**config.mk**
```make
export PLATFORM = sky130hd
export DESIGN_NAME = poly_voice_allocator_core
export DESIGN_NICKNAME = d
export VERILOG_FILES = /design/src/rtl/core/pva_pkg.sv /design/src/rtl/core/pva_ram.sv /design/src/rtl/core/pva_ctrl.sv /design/src/rtl/core/pva_datapath.sv /design/src/rtl/core/poly_voice_allocator_core.sv
export SDC_FILE = /design/constraint.sdc
export NUM_CORES = 1
export LEC_CHECK = 0
export BUFFER_PORTS_ARGS = -buffer_cell sky130_fd_sc_hd__buf_2
export CORE_UTILIZATION = 50
export DETAILED_ROUTE_END_ITERATION = 8
export PLACE_DENSITY = 0.65
export SLEW_MARGIN = 20
export SYNTH_ARGS = -nofsm -noshare
export SYNTH_HDL_FRONTEND = slang
export SYNTH_SLANG_ARGS = --single-unit
```
**constraint.sdc**
```tcl
create_clock -name clk -period 6.8 [get_ports clk]
set_input_delay 1.36 -clock clk [delete_from_list [all_inputs] [get_ports clk]]
set_output_delay 1.36 -clock clk [all_outputs]
set_load 0.1 [all_outputs]
```
**src/rtl/core/pva_pkg.sv**
```systemverilog
package pva_pkg;

	// Default voice count for the top level.
	localparam int NUM_VOICES_DEF = 16;

	// Field widths fixed by the word formats.
	localparam int NOTE_W = 7;
	localparam int VEL_W  = 7;
	localparam int VIDX_W = 4;

	// Command codes of the input word.
	localparam logic [1:0] CMD_NOTE_ON  = 2'd0;
	localparam logic [1:0] CMD_NOTE_OFF = 2'd1;
	localparam logic [1:0] CMD_ALL_OFF  = 2'd2;
	localparam logic [1:0] CMD_ENV_DONE = 2'd3;

	// Action codes of the result word.
	localparam logic [1:0] ACT_NONE = 2'd0;
	localparam logic [1:0] ACT_OFF  = 2'd1;
	localparam logic [1:0] ACT_ON   = 2'd2;

	// Modulation envelope gate codes of the result word.
	localparam logic [1:0] MOD_NONE    = 2'd0;
	localparam logic [1:0] MOD_RETRIG  = 2'd1;
	localparam logic [1:0] MOD_RELEASE = 2'd2;

	typedef struct packed {
		logic [1:0]        command;
		logic [NOTE_W-1:0] note;
		logic [VEL_W-1:0]  velocity;
		logic [VIDX_W-1:0] voice_sel;
	} in_word_t;

	typedef struct packed {
		logic [VIDX_W-1:0] voice_index;
		logic [1:0]        action;
		logic [NOTE_W-1:0] out_note;
		logic [VEL_W-1:0]  out_velocity;
		logic [NOTE_W-1:0] highest_note;
		logic [1:0]        mod_gate;
		logic              last;
	} out_word_t;

	typedef enum logic [3:0] {
		ST_IDLE,
		ST_SCAN,
		ST_SCAN_END,
		ST_ON_REL,
		ST_ON_GATE,
		ST_OFF_RES,
		ST_ALL_SCAN,
		ST_ALL_NONE,
		ST_ENV_RES
	} state_t;

	// Which result word the datapath builds and commits this cycle.
	typedef enum logic [2:0] {
		EM_NONE,
		EM_ON_REL,
		EM_ON_GATE,
		EM_OFF_RES,
		EM_ALL_OFF,
		EM_ALL_NONE,
		EM_ENV_RES
	} emit_t;

	typedef struct packed {
		logic  accept;
		logic  cnt_clr;
		logic  cnt_inc;
		logic  rd_issue;
		emit_t emit;
	} ctrl_t;

	typedef struct packed {
		logic [1:0] new_cmd;
		logic [1:0] cmd;
		logic       cnt_last;
		logic       cnt_end;
		logic       cur_playing;
		logic       rest_none;
		logic       hit;
		logic       out_free;
	} stat_t;

endpackage

```
**src/rtl/core/pva_ram.sv**
```systemverilog
module pva_ram #(
	parameter int WIDTH = 8,
	parameter int DEPTH = 16
) (
	input  logic                                          clk,
	input  logic                                          we,
	input  logic [((DEPTH > 1) ? $clog2(DEPTH) : 1)-1:0] waddr,
	input  logic [WIDTH-1:0]                              wdata,
	input  logic                                          re,
	input  logic [((DEPTH > 1) ? $clog2(DEPTH) : 1)-1:0] raddr,
	output logic [WIDTH-1:0]                              rdata
);

	logic [WIDTH-1:0] mem_q [DEPTH];

	// One write port, one registered read port.
	always_ff @(posedge clk) begin
		if (we) begin
			mem_q[waddr] <= wdata;
		end
		if (re) begin
			rdata <= mem_q[raddr];
		end
	end

endmodule

```
**src/rtl/core/pva_ctrl.sv**
```systemverilog
module pva_ctrl
	import pva_pkg::*;
(
	input  logic   clk,
	input  logic   arst_n,
	input  logic   cmd_valid,
	input  stat_t  stat,
	output ctrl_t  ctl,
	output logic   cmd_stall
);

	state_t state_q;
	state_t state_d;

	always_ff @(posedge clk or negedge arst_n) begin
		if (!arst_n) begin
			state_q <= ST_IDLE;
		end else begin
			state_q <= state_d;
		end
	end

	// Next state.
	always_comb begin
		state_d = state_q;
		case (state_q)
			ST_IDLE: begin
				if (cmd_valid) begin
					case (stat.new_cmd)
						CMD_ALL_OFF:  state_d = ST_ALL_SCAN;
						CMD_ENV_DONE: state_d = ST_ENV_RES;
						default:      state_d = ST_SCAN;
					endcase
				end
			end
			ST_SCAN: begin
				if (stat.cnt_last) begin
					state_d = ST_SCAN_END;
				end
			end
			ST_SCAN_END: begin
				if (stat.cmd == CMD_NOTE_ON) begin
					state_d = ST_ON_REL;
				end else begin
					state_d = ST_OFF_RES;
				end
			end
			ST_ON_REL: begin
				if (!stat.hit || stat.out_free) begin
					state_d = ST_ON_GATE;
				end
			end
			ST_ALL_SCAN: begin
				if (stat.cnt_end) begin
					state_d = ST_ALL_NONE;
				end else if (stat.cur_playing && stat.out_free && stat.rest_none) begin
					state_d = ST_IDLE;
				end
			end
			ST_ON_GATE, ST_OFF_RES, ST_ALL_NONE, ST_ENV_RES: begin
				if (stat.out_free) begin
					state_d = ST_IDLE;
				end
			end
			default: state_d = ST_IDLE;
		endcase
	end

	// Commands to the datapath.
	always_comb begin
		ctl      = '0;
		ctl.emit = EM_NONE;
		case (state_q)
			ST_IDLE: begin
				ctl.accept  = cmd_valid;
				ctl.cnt_clr = 1'b1;
			end
			ST_SCAN: begin
				ctl.rd_issue = 1'b1;
				ctl.cnt_inc  = 1'b1;
			end
			ST_ON_REL: begin
				if (stat.hit && stat.out_free) begin
					ctl.emit = EM_ON_REL;
				end
			end
			ST_ON_GATE: begin
				if (stat.out_free) begin
					ctl.emit = EM_ON_GATE;
				end
			end
			ST_OFF_RES: begin
				if (stat.out_free) begin
					ctl.emit = EM_OFF_RES;
				end
			end
			ST_ALL_SCAN: begin
				if (!stat.cnt_end) begin
					if (!stat.cur_playing) begin
						ctl.cnt_inc = 1'b1;
					end else if (stat.out_free) begin
						ctl.cnt_inc = 1'b1;
						ctl.emit    = EM_ALL_OFF;
					end
				end
			end
			ST_ALL_NONE: begin
				if (stat.out_free) begin
					ctl.emit = EM_ALL_NONE;
				end
			end
			ST_ENV_RES: begin
				if (stat.out_free) begin
					ctl.emit = EM_ENV_RES;
				end
			end
			default: ;
		endcase
	end

	assign cmd_stall = (state_q != ST_IDLE);

endmodule

```
**src/rtl/core/pva_datapath.sv**
```systemverilog
module pva_datapath
	import pva_pkg::*;
#(
	parameter int NUM_VOICES = NUM_VOICES_DEF
) (
	input  logic      clk,
	input  logic      arst_n,
	input  in_word_t  cmd_word,
	input  ctrl_t     ctl,
	output stat_t     stat,
	input  logic      res_stall,
	output logic      res_valid,
	output out_word_t res_word
);

	localparam int IW = (NUM_VOICES > 1) ? $clog2(NUM_VOICES) : 1;
	localparam int CW = $clog2(NUM_VOICES + 1);
	localparam logic [CW-1:0] CNT_LAST = CW'(NUM_VOICES - 1);
	localparam logic [CW-1:0] CNT_END  = CW'(NUM_VOICES);

	// Widen or narrow a voice number to the result field.
	function automatic logic [VIDX_W-1:0] to_vidx(input logic [IW-1:0] idx);
		logic [IW+VIDX_W-1:0] wide;
		wide = {{VIDX_W{1'b0}}, idx};
		return wide[VIDX_W-1:0];
	endfunction

	logic [1:0]            new_cmd;
	logic [1:0]            cmd_q;
	logic [NOTE_W-1:0]     note_q;
	logic [VEL_W-1:0]      vel_q;
	logic [VIDX_W-1:0]     sel_q;
	logic [NUM_VOICES-1:0] playing_q;
	logic [NUM_VOICES-1:0] playing_d;
	logic [NUM_VOICES-1:0] env_q;
	logic [NUM_VOICES-1:0] env_d;
	logic [NUM_VOICES-1:0] cur_mask;
	logic [NOTE_W-1:0]     top_note_q;
	logic [CW-1:0]         cnt_q;
	logic [IW-1:0]         cnt_idx;
	logic                  vld_s1;
	logic [IW-1:0]         idx_s1;
	logic [NOTE_W-1:0]     ram_rdata;
	logic                  pl_s1;
	logic                  en_s1;
	logic                  match_s1;
	logic                  live_s1;
	logic                  hit_q;
	logic [IW-1:0]         hit_idx_q;
	logic                  free_q;
	logic [IW-1:0]         free_idx_q;
	logic                  rls_q;
	logic [IW-1:0]         rls_idx_q;
	logic                  any_q;
	logic [NOTE_W-1:0]     top_q;
	logic [IW-1:0]         pick_idx;
	logic [NOTE_W-1:0]     new_top_on;
	logic                  rest_none;
	logic                  out_free;
	logic                  emit_any;
	out_word_t             out_d;

	// A note on with zero velocity is handled as a note off.
	assign new_cmd = (cmd_word.command == CMD_NOTE_ON && cmd_word.velocity == '0) ?
		CMD_NOTE_OFF : cmd_word.command;

	// Input word capture.
	always_ff @(posedge clk) begin
		if (ctl.accept) begin
			cmd_q  <= new_cmd;
			note_q <= cmd_word.note;
			vel_q  <= cmd_word.velocity;
			sel_q  <= cmd_word.voice_sel;
		end
	end

	// Voice counter for the note scan and the all-notes-off sweep.
	always_ff @(posedge clk or negedge arst_n) begin
		if (!arst_n) begin
			cnt_q <= '0;
		end else if (ctl.cnt_clr) begin
			cnt_q <= '0;
		end else if (ctl.cnt_inc) begin
			cnt_q <= cnt_q + CW'(1);
		end
	end

	assign cnt_idx = cnt_q[IW-1:0];

	// Read stage: the note of the voice addressed last cycle arrives now.
	always_ff @(posedge clk or negedge arst_n) begin
		if (!arst_n) begin
			vld_s1 <= 1'b0;
		end else begin
			vld_s1 <= ctl.rd_issue;
		end
	end

	always_ff @(posedge clk) begin
		idx_s1 <= cnt_idx;
	end

	pva_ram #(
		.WIDTH(NOTE_W),
		.DEPTH(NUM_VOICES)
	) u_note_ram (
		.clk  (clk),
		.we   (ctl.emit == EM_ON_GATE),
		.waddr(pick_idx),
		.wdata(note_q),
		.re   (ctl.rd_issue),
		.raddr(cnt_idx),
		.rdata(ram_rdata)
	);

	// The first playing voice with the note is the one released; it counts as
	// not playing for every later decision of the same word.
	assign pl_s1    = playing_q[idx_s1];
	assign en_s1    = env_q[idx_s1];
	assign match_s1 = pl_s1 && (ram_rdata == note_q) && !hit_q;
	assign live_s1  = pl_s1 && !match_s1;

	// Scan results: matching voice, first free voice, first voice in release,
	// and the highest note still held.
	always_ff @(posedge clk or negedge arst_n) begin
		if (!arst_n) begin
			hit_q      <= 1'b0;
			hit_idx_q  <= '0;
			free_q     <= 1'b0;
			free_idx_q <= '0;
			rls_q      <= 1'b0;
			rls_idx_q  <= '0;
			any_q      <= 1'b0;
			top_q      <= '0;
		end else if (ctl.accept) begin
			hit_q  <= 1'b0;
			free_q <= 1'b0;
			rls_q  <= 1'b0;
			any_q  <= 1'b0;
			top_q  <= '0;
		end else if (vld_s1) begin
			if (match_s1) begin
				hit_q     <= 1'b1;
				hit_idx_q <= idx_s1;
			end
			if (!live_s1 && !en_s1 && !free_q) begin
				free_q     <= 1'b1;
				free_idx_q <= idx_s1;
			end
			if (!live_s1 && en_s1 && !rls_q) begin
				rls_q     <= 1'b1;
				rls_idx_q <= idx_s1;
			end
			if (live_s1) begin
				any_q <= 1'b1;
				if (ram_rdata > top_q) begin
					top_q <= ram_rdata;
				end
			end
		end
	end

	assign pick_idx   = free_q ? free_idx_q : (rls_q ? rls_idx_q : '0);
	assign new_top_on = (note_q > top_note_q) ? note_q : top_note_q;

	// Whether any voice other than the one at the current sweep position still plays.
	always_comb begin
		for (int v = 0; v < NUM_VOICES; v++) begin
			cur_mask[v] = (cnt_idx == IW'(v));
		end
	end

	assign rest_none = ~|(playing_q & ~cur_mask);

	// Voice flag updates, committed with the result that reports them.
	always_comb begin
		playing_d = playing_q;
		env_d     = env_q;
		case (ctl.emit)
			EM_ON_REL: playing_d[hit_idx_q] = 1'b0;
			EM_ON_GATE: begin
				playing_d[pick_idx] = 1'b1;
				env_d[pick_idx]     = 1'b1;
			end
			EM_OFF_RES: begin
				if (hit_q) begin
					playing_d[hit_idx_q] = 1'b0;
				end
			end
			EM_ALL_OFF: playing_d[cnt_idx] = 1'b0;
			EM_ENV_RES: begin
				for (int v = 0; v < NUM_VOICES; v++) begin
					if (int'(sel_q) == v) begin
						env_d[v] = 1'b0;
					end
				end
			end
			default: ;
		endcase
	end

	always_ff @(posedge clk or negedge arst_n) begin
		if (!arst_n) begin
			playing_q  <= '0;
			env_q      <= '0;
			top_note_q <= '0;
		end else begin
			playing_q <= playing_d;
			env_q     <= env_d;
			if (ctl.accept && new_cmd == CMD_ALL_OFF) begin
				top_note_q <= '0;
			end else if (ctl.emit == EM_ON_GATE) begin
				top_note_q <= new_top_on;
			end else if (ctl.emit == EM_OFF_RES) begin
				top_note_q <= top_q;
			end
		end
	end

	// Result word assembly.
	always_comb begin
		out_d = '0;
		case (ctl.emit)
			EM_ON_REL: begin
				out_d.voice_index  = to_vidx(hit_idx_q);
				out_d.action       = ACT_OFF;
				out_d.highest_note = top_note_q;
				out_d.mod_gate     = MOD_NONE;
			end
			EM_ON_GATE: begin
				out_d.voice_index  = to_vidx(pick_idx);
				out_d.action       = ACT_ON;
				out_d.out_note     = note_q;
				out_d.out_velocity = vel_q;
				out_d.highest_note = new_top_on;
				out_d.mod_gate     = MOD_RETRIG;
				out_d.last         = 1'b1;
			end
			EM_OFF_RES: begin
				out_d.voice_index  = hit_q ? to_vidx(hit_idx_q) : '0;
				out_d.action       = hit_q ? ACT_OFF : ACT_NONE;
				out_d.highest_note = top_q;
				out_d.mod_gate     = any_q ? MOD_NONE : MOD_RELEASE;
				out_d.last         = 1'b1;
			end
			EM_ALL_OFF: begin
				out_d.voice_index = to_vidx(cnt_idx);
				out_d.action      = ACT_OFF;
				out_d.mod_gate    = rest_none ? MOD_RELEASE : MOD_NONE;
				out_d.last        = rest_none;
			end
			EM_ALL_NONE: begin
				out_d.action   = ACT_NONE;
				out_d.mod_gate = MOD_RELEASE;
				out_d.last     = 1'b1;
			end
			EM_ENV_RES: begin
				out_d.voice_index  = sel_q;
				out_d.action       = ACT_NONE;
				out_d.highest_note = top_note_q;
				out_d.mod_gate     = MOD_NONE;
				out_d.last         = 1'b1;
			end
			default: ;
		endcase
	end

	// Output register.
	assign out_free = !res_valid || !res_stall;
	assign emit_any = (ctl.emit != EM_NONE);

	always_ff @(posedge clk or negedge arst_n) begin
		if (!arst_n) begin
			res_valid <= 1'b0;
		end else if (emit_any) begin
			res_valid <= 1'b1;
		end else if (!res_stall) begin
			res_valid <= 1'b0;
		end
	end

	always_ff @(posedge clk) begin
		if (emit_any) begin
			res_word <= out_d;
		end
	end

	// Status to the controller.
	assign stat.new_cmd     = new_cmd;
	assign stat.cmd         = cmd_q;
	assign stat.cnt_last    = (cnt_q == CNT_LAST);
	assign stat.cnt_end     = (cnt_q == CNT_END);
	assign stat.cur_playing = (cnt_q != CNT_END) && playing_q[cnt_idx];
	assign stat.rest_none   = rest_none;
	assign stat.hit         = hit_q;
	assign stat.out_free    = out_free;

endmodule

```
**src/rtl/core/poly_voice_allocator_core.sv**
```systemverilog
// Channel  Direction  Handshake                  Word
// cmd      in         cmd_valid / cmd_stall      in_word_t  (command, note, velocity, voice_sel)
// res      out        res_valid / res_stall      out_word_t (per voice released/started, or one)
//
// Note on and note off scan the voice note memory one voice a cycle; all notes off
// sweeps the voices in turn, and an envelope-finished word needs no scan. One word
// is handled at a time. Reset clears every voice flag and the highest note at once,
// so no word waits after reset. A stalled result holds the sequencer in place.
module poly_voice_allocator_core
	import pva_pkg::*;
#(
	parameter int NUM_VOICES = NUM_VOICES_DEF
) (
	input  logic      clk,
	input  logic      arst_n,
	input  logic      cmd_valid,
	output logic      cmd_stall,
	input  in_word_t  cmd_word,
	output logic      res_valid,
	input  logic      res_stall,
	output out_word_t res_word
);

	ctrl_t ctl;
	stat_t stat;

	// Sequencer.
	pva_ctrl u_ctrl (
		.clk      (clk),
		.arst_n   (arst_n),
		.cmd_valid(cmd_valid),
		.stat     (stat),
		.ctl      (ctl),
		.cmd_stall(cmd_stall)
	);

	// Voice state, scan logic and result register.
	pva_datapath #(
		.NUM_VOICES(NUM_VOICES)
	) u_datapath (
		.clk      (clk),
		.arst_n   (arst_n),
		.cmd_word (cmd_word),
		.ctl      (ctl),
		.stat     (stat),
		.res_stall(res_stall),
		.res_valid(res_valid),
		.res_word (res_word)
	);

endmodule

```
==> out/summary.md, run 1 <==
By area the synthesized netlist is led by sky130_fd_sc_hd__edfxtp_1 (46%), sky130_fd_sc_hd__dfrtp_1 (16%), sky130_fd_sc_hd__mux4_2 (9.3%), sky130_fd_sc_hd__ha_1 (2.1%), sky130_fd_sc_hd__nor2_1 (1.8%). The detailed-route vias per instance is 6.25. The worst register-to-register path begins at u_datapath.cnt_q[0]$_DFFE_PN0P_. The flow ran to the end, and the final reports show no timing, DRC or antenna violations.

Fraction of the core area covered by cells at the end of the flow: 57.5%. For the static power due to leakage, the log shows 0.00461 µW. Measured against its own limit, the worst slew margin works out to 25.0%. The run gives 74 as the largest net degree at the start of global routing. The worst register-to-register path ends at u_datapath.env_q[15]$_DFFE_PN0P_. The first global-routing pass estimated 42900 µm of wire. The tools report the total I/O pin count as 56. After synthesis, the largest area contributor takes up 45.8% of total cell area. Across all layers, the routed design uses 7123 vias. In this run, synthesis inferred 169 flip-flops with an integrated enable. Internal power comes to 3580 µW.

The starting density of the core was 50.9%. Summed over all failing endpoints, the final setup total negative slack is 0 ps. Measured in cells, the most critical reg-to-reg path has a length of 8. The run gives 0 as the count of pins over their slew limit. Prior to clock tree synthesis, the placed netlist has a worst setup slack of 2910 ps.

The distinct cell type count after synthesis is 71, and the cell area after synthesis is 11100 µm². Clock-pin slew was measured on the worst setup and hold paths at 50 ps. The power density relative to cell area works out to 489 nW/µm². The antenna diode count is 0, and the register share of total power is 38.5%.

The placement row count is 54, and the number of cells after detailed placement is 1092. Final non-filler cell total: 1139. Once detailed placement completed, the half-perimeter wirelength came to 19400 µm.

The clock drives 246 sinks. In the routed design, unresolved DRC markers number 0. Of all cell types, the one taking the most synthesized area is sky130_fd_sc_hd__edfxtp_1. After floorplanning, the core was sized to cover 21800 µm².

The number of hold buffers added after CTS was 0. The TritonCTS buffer count came out at 26. The die covers 22800 µm². Setup violations remaining at the end of the flow were counted as 0. Across the run, the number of max-cap violations was 0.

In the finished design, the share of the clock period the worst path needs comes to 54.7%. The die extent in y works out to 151 µm. The run gives 1 as the level count of the clock H-tree. The tools report the end point of the worst hold path as u_datapath.free_idx_q[1]$_DFFE_PN0P_. For this block, the routed nets add up to 28100 µm of wire.

The hold path depth came out at 1. The slew of the pin with the lowest slew margin is 1120 ps, and the clock latency reported for the late side of the worst-skew pair is 550 ps. The average wire per cell in the routed design came out at 24.7 µm. Counting flops and latches in the post-synthesis netlist gives 246. Global routing used 25.7% of the available tracks.

Post-CTS timing repair inserted 0 buffers for setup. A synthesized cell averages 14.1 µm². For this block, the initial DRC count from the detailed router was 581. For this run, the leading register cell type out of synthesis is sky130_fd_sc_hd__edfxtp_1.

The run gives 0 as the number of nets with antenna violations after routing. The family of cells with the greatest summed delay on the critical path is simple AND/OR/NAND/NOR gates. CTS placed an instance of sky130_fd_sc_hd__clkbuf_16 at the clock tree root.

Static timing analysis puts the maximum clock frequency at 269 MHz. STA puts the critical path data required time at 7170 ps. The worst setup path is launched from a register.

The net switching fraction of the power was 41.4%. In this run the tool buffered the top-level ports with 55 buffer cells. IR analysis of the VDD net gives a maximum drop of 0.295 mV. The net count reported at finish was 883; the count of synthesis-stage warnings from yosys was 0. Global routing finished with a remaining overflow of 0.

In this run the power spent charging and discharging nets is 2540 µW. TritonCTS built the clock tree. The tools report the data arrival time of the worst path as 4090 ps.

The post-placement cell area was 11600 µm². The critical path is of the reg -> reg type. The area growth from synthesis to final layout was 12.8%. Final number of hold-violating endpoints: 0.

In the final layout, the share of cells above drive strength 1 is 20.5%. The x dimension of the die is 151 µm. The tools report the element type at the critical path end as a register.

The path class of the tightest hold or removal check is reg -> reg. Routability-driven placement finished with a final weighted congestion of 0.920. The via count of the first global-routing pass was 7066; the share of synthesized flip-flops with an asynchronous set or reset was 29.7%. Setup repair after global routing left no endpoint under its margin.

The critical path crosses 8 cells after its start point. For the initial antenna violation count, the log shows 0. The tools report the portion of the post-synthesis area used by sequential elements as 63.0%. The startpoint identified for the worst hold timing path is u_datapath.free_idx_q[1]$_DFFE_PN0P_. The filler cells instantiated in the layout total 1692.

Combinational logic burns 38.6% of the power. The clock arrives with 26.1 ps of skew. The time the worst path needs with I/O delays and setup came out at 3720 ps.

The clock passes through at most 3 buffers. After routing the design area is 12500 µm². For the number of resized instances in the post-cts repair step, the log shows 0. For flop-to-flop paths, the worst setup slack is 3080 ps. The critical path goes through buf_4, inv_1, ha_1, a31o_2, nand3b_1, and3_1, nor3b_1, a31oi_1. The most common cell in the synthesized netlist is sky130_fd_sc_hd__edfxtp_1.

The first detailed-routing pass ran for 5 iterations. The run gives 785 as the instance count of the mapped netlist. Along the worst path, the maximum fanout reaches 36.

Cell with the biggest individual delay on the critical path: sky130_fd_sc_hd__nor3b_1. Relative contribution of the clock network to total power: 22.9%. By count the netlist is led by sky130_fd_sc_hd__edfxtp_1 (169), sky130_fd_sc_hd__dfrtp_1 (73), sky130_fd_sc_hd__nor2_1 (53).

Counting every net in the synthesized netlist gives 828. The number of buffers and inverters on the critical path was 2. The run gives 3080 ps as the slack of the critical path. The maximum cell stage delay along the critical path is 800 ps.
-- per-layer routing --
| metal | up-vias | track usage, % | share of wire (%) |
|---|---|---|---|
| li1 | 3157 | - | - |
| met1 | 3579 | 35.6 | 42 |
| met2 | 333 | 41.1 | 48 |
| met3 | 54 | 4.52 | 7.7 |
| met4 | 0 | 8.40 | 2.7 |
| met5 | - | 0 | 0 |
-- cells by family (layout without fill, tap and decap cells) --
logic type / count (synthesis) / in the layout / synth area share [%]
adders and majority gates: 19 / 19 / 2.14
and+or+nand+nor: 208 / 208 / 9.65
buffers and inverters: 70 / 144 / 2.46
muxes: 78 / 78 / 12.5
DFF: 246 / 246 / 63.0
xor gates and xnor gates: 10 / 10 / 0.790
AOI/OAI and AO/OA: 154 / 154 / 9.43
-- worst register-to-register path: cells and delay by family (launching register included) --
kind | cells | cell delay [ps]
buffers and inverters | 2 | 760
AND/OR/NAND/NOR | 3 | 1520
AO/OA/AOI/OAI | 2 | 500
flip-flops | 1 | 340
adder cells (fa/ha/maj) | 1 | 470
-- worst max-delay path by stage --
stage	startpoint	endpoint	slack, ps
after global placement	res_stall	u_datapath.res_word[4]$_DFFE_PP_	3010
after CTS	u_datapath.cnt_q[0]$_DFFE_PN0P_	u_datapath.res_word[21]$_SDFFCE_PN0P_	3030
after floorplan	u_datapath.cnt_q[0]$_DFFE_PN0P_	u_datapath.res_word[0]$_DFFE_PP_	2280
after detailed placement	res_stall	u_datapath.u_note_ram.mem_q[1][3]$_DFFE_PP_	2910
final	u_datapath.cnt_q[0]$_DFFE_PN0P_	u_datapath.env_q[15]$_DFFE_PN0P_	3080
after global routing	u_datapath.cnt_q[0]$_DFFE_PN0P_	u_datapath.env_q[3]$_DFFE_PN0P_	2880
-- area by class of cell --
class | count | area [µm²] | share of cell area, %
clock buffers | 32 | 673 | 5.38
clock inverters | 15 | 173 | 1.38
inverters | 32 | 120 | 0.960
multi-input cells | 469 | 3860 | 30.8
flip-flops and latches | 246 | 6980 | 55.8
well taps | 280 | 350 | 2.80
repair buffers | 65 | 353 | 2.82
-- flip-flops by register name, indices dropped and copies added (netlist names), 5 cells and up --
signal,cells
u_datapath.top_note_q,7
u_datapath.cnt_q,5
u_datapath.playing_q,16
u_datapath.res_word,30
u_datapath.note_q,7
u_datapath.env_q,16
u_datapath.top_q,7
u_datapath.u_note_ram.rdata,7
u_datapath.u_note_ram.mem_q,112
u_datapath.vel_q,7
-- through the flow --
stage	hold slack, ps	total power, µW
2_1_floorplan	345	4120
5_1_grt	525	6400
3_5_place_dp	483	4730
3_3_place_gp	475	4690
4_1_cts	496	6140
6_report	491	6120
-- layout by cell type, fill, tap and decap left out, drive strengths merged, types with 17 or more instances in the layout --
cell type / n
edfxtp: 169
dfrtp: 73
buf: 65
nor2: 53
mux4: 46
nand2: 39
o21ai: 33
clkbuf: 32
inv: 31
a31oi: 26
ha: 19
a21oi: 18
mux2i: 17
and2: 17
nor3: 17
-- power groups by stage --
stage | logic [µW] | clock network, µW | registers, µW
finish | 2360 | 1400 | 2350
global route | 2520 | 1480 | 2400
CTS | 2360 | 1420 | 2350
detailed placement | 2350 | 0 | 2380
global placement | 2320 | 0 | 2370
floorplan | 1300 | 0 | 2810
No activity file was read; power rests on OpenSTA's default activity.
==> run 2, diff against run 1 <==
clock period = 3.6 ns   (was 6.8 ns; I/O delays follow)
==> out/summary.md, run 2 (same netlist as run 1, synthesis figures left out) <==
The number of I/O port buffers came out at 55 (unchanged). Largest registers: u_datapath.u_note_ram.mem_q: 112 flops, u_datapath.res_word: 30 flops (unchanged). The logs give 3540 ps (was 4090 ps) for the data arrival time of the worst path and 0.00482 µW (was 0.00461 µW) for the static power due to leakage. The proportion of layout cells with a drive suffix above 1 is 23.1% (was 20.5%), and the upper clock frequency limit is 322 MHz (was 269 MHz). The initial antenna violation count is 1 (was 0), and the number of resized instances in the post-cts repair step is 0 (unchanged). The run gives 12800 µm² (was 12500 µm²) as the design area. The clock latency reported for the late side of the worst-skew pair is 540 ps (was 550 ps), and the number of sinks handled by clock tree synthesis is 246 (unchanged).

The logs give 0 (unchanged) for the final number of hold-violating endpoints and 1 (unchanged) for the level count of the clock H-tree. Slack of the critical path: 494 ps (was 3080 ps). The relative contribution of combinational cells to total power came out at 39.3% (was 38.6%). The number of cells after detailed placement was 1125 (was 1092); the power density relative to cell area was 926 nW/µm² (was 489 nW/µm²). The first-pass GRT wire length was 42700 µm (was 42900 µm); the maximum ir drop on the vdd rail was 0.461 mV (was 0.295 mV). The via count of the routed design is 7287 (was 7123). The origin of the critical flop-to-flop path is u_datapath.idx_s1[1]$_DFF_P_ (was u_datapath.cnt_q[0]$_DFFE_PN0P_). The path category of the worst min-delay check was in -> async (was reg -> reg). The element type at the critical path end is a register (unchanged). The run finished with clean final reports. The die outline area came out at 22800 µm² (unchanged). The maximum net fanout on the critical path was 11 (was 36). The average wire per cell in the routed design is 23.9 µm (was 24.7 µm), and the required arrival time at the worst endpoint is 4030 ps (was 7170 ps). The clock input transition at the sequential cells of the worst setup and hold paths is 60 ps (was 50 ps). For the number of max-cap violations, the log shows 0 (unchanged).

The net switching fraction of the power was 40.9% (was 41.4%); the die extent in y was 151 µm (unchanged). The power spent charging and discharging nets was 4860 µW (was 2540 µW); the multi-input gate area in the final layout was 3840 µm² (was 3860 µm²). Slew of the pin with the lowest slew margin: 868 ps (was 1120 ps). The area growth from synthesis to final layout is 15.9% (was 12.8%). For the antenna diode count, the log shows 0 (unchanged). For the overall track demand over capacity in global routing, the log shows 25.4% (was 25.7%). The logs give 7030 µW (was 3580 µW) for the internal power summed over all cells and 74 (unchanged) for the largest net degree at the start of global routing.

Class of the most critical setup path: reg -> reg (unchanged). The run gives 528 ps (was 2910 ps) as the worst setup timing slack at the placement stage. The total I/O pin count is 56 (unchanged). The tools report the number of buffers added to fix hold violations after cts as 0 (unchanged). The run gives 21800 µm² (unchanged) as the area of the core. The logs give 27 (was 26) for the TritonCTS buffer count and 5 (unchanged) for the number of iterations in the first detailed-routing pass. The logs give 1176 (was 1139) for the final non-filler cell total and 36.8% (was 38.5%) for the register share of total power. The run gives 0 (unchanged) as the total of endpoints with negative setup slack in the final report.

The number of flip-flops in the largest register is 112 (unchanged). For the worst-case clock skew, the log shows 11.8 ps (was 26.1 ps). The logs give 0 ps (unchanged) for the final total negative setup slack and 0 (unchanged) for the count of pins over their slew limit.

The fraction of the cycle the final worst path needs is 86.3% (was 54.7%), and the x dimension of the die is 151 µm (unchanged). The tools report the maximum root-to-sink buffer count as 3 (unchanged). The layout filler cell count is 1643 (was 1692). The placement row count is 54 (unchanged). TritonCTS built the clock tree. The first element of the critical path was u_datapath.idx_s1[1]$_DFF_P_ (was u_datapath.cnt_q[0]$_DFFE_PN0P_).

The relative contribution of the clock network to total power came out at 23.9% (was 22.9%). The total detailed-routing wirelength was 28100 µm (about the same); the max-slew headroom at the worst pin was 41.9% (was 25.0%). The sequential cell area is 6980 µm² (unchanged), and the post-CTS repair timing setup buffer count is 0 (unchanged). The placer congestion estimate is 0.977 (was 0.920), and the via count of the first global-routing pass is 7274 (was 7066). Most frequent standard cell in the layout excluding fill and tap cells: sky130_fd_sc_hd__edfxtp_1 (unchanged). The time the worst path needs with I/O delays and setup is 3110 ps (was 3720 ps). The number of DRC violations after detailed routing is 0 (unchanged), and the detailed router's first-iteration violation count is 712 (was 581). The tools report the number of nets with antenna violations after routing as 0 (unchanged).

The net count reported at finish came out at 918 (was 883). The tools report the post-placement cell area as 11900 µm² (was 11600 µm²). Setup repair after global routing left no endpoint under its margin. Register containing the most flip-flops in the final layout: u_datapath.u_note_ram.mem_q (unchanged). Most frequent cells in the layout: sky130_fd_sc_hd__edfxtp_1 (169), sky130_fd_sc_hd__dfrtp_1 (72), sky130_fd_sc_hd__buf_2 (54), sky130_fd_sc_hd__nor2_1 (53), sky130_fd_sc_hd__mux4_2 (46) (unchanged). The logs give 0 (unchanged) for the total grt overflow and 20200 µm (was 19400 µm) for the total half-perimeter wirelength after legalization and detailed placement. The cell at the root of the clock tree is sky130_fd_sc_hd__clkbuf_16 (unchanged). The starting density of the core is 50.9% (unchanged).

The detailed-route vias per instance came out at 6.20 (was 6.25). The startpoint kind of the worst setup timing path was a register (unchanged).
run 2: changes by cell type in the layout (fill, tap and decap cells not counted), sizes merged:
cell / before / now
clkinv: 9 / 8
clkbuf: 32 / 34
clkinvlp: 4 / 3
inv: 31 / 33
bufinv: 3 / 4
buf: 65 / 99
run 2: critical path: stages, from the launching register on:
cell and delay (ps):
sky130_fd_sc_hd__dfxtp_1 720, sky130_fd_sc_hd__mux4_2 420, sky130_fd_sc_hd__mux4_2 500, sky130_fd_sc_hd__a21boi_1 170, sky130_fd_sc_hd__or2_1 340, sky130_fd_sc_hd__or3_1 510
sky130_fd_sc_hd__mux2_4 340
run 2: final cells by class:
| type | count | share of cell area [%] |
|---|---|---|
| Clock buffer | 34 | 5.62 |
| Multi-Input combinational cell | 469 | 29.9 |
| Sequential cell | 246 | 54.4 |
| Clock inverter | 16 | 1.59 |
| Timing Repair Buffer | 99 | 4.89 |
| Inverter | 32 | 0.935 |
| Tap cell | 280 | 2.73 |
run 2: final timing paths:
check                                                            end  cells past startpoint  slack [ps]
worst min-delay path            u_datapath.free_idx_q[0]$_DFFE_PN0P_                      1          70
worst min register to register  u_datapath.free_idx_q[1]$_DFFE_PN0P_                      1         500
max in group asynchronous            u_datapath.cnt_q[0]$_DFFE_PN0P_                      2        2950
min in group clk                      u_datapath.note_q[6]$_DFFE_PP_                      1         350
worst max register to register   u_datapath.rls_idx_q[1]$_DFFE_PN0P_                      6         490
worst max-delay path             u_datapath.rls_idx_q[1]$_DFFE_PN0P_                      6         490
run 2: power by group through the flow:
stage | Clock, µW | Combinational [µW] | Sequential [µW]
2_1_floorplan | 0 | 2480 | 5310
4_1_cts | 2880 | 4670 | 4360
5_1_grt | 2990 | 4990 | 4440
3_5_place_dp | 0 | 4660 | 4410
6_report | 2840 | 4680 | 4370
3_3_place_gp | 0 | 4600 | 4400
run 2: metrics by stage:
step / hold slack, ps / util, % / total power [µW]
5_1_grt: 85.8 / 59.0 / 12400
2_1_floorplan: 345 / - / 7790
3_5_place_dp: 490 / 54.7 / 9070
6_report: 68.5 / 59.0 / 11900
4_1_cts: 333 / 58.9 / 11900
3_3_place_gp: 482 / 54.7 / 9000
run 2: layer usage:
| metal | part of all wire (%) | track usage [%] | vias up |
|---|---|---|---|
| li1 | - | - | 3226 |
| met2 | 48 | 42.0 | 331 |
| met1 | 41 | 33.9 | 3656 |
| met5 | 0.050 | 0 | - |
| met3 | 6.8 | 4.10 | 72 |
| met4 | 3.6 | 9.35 | 2 |
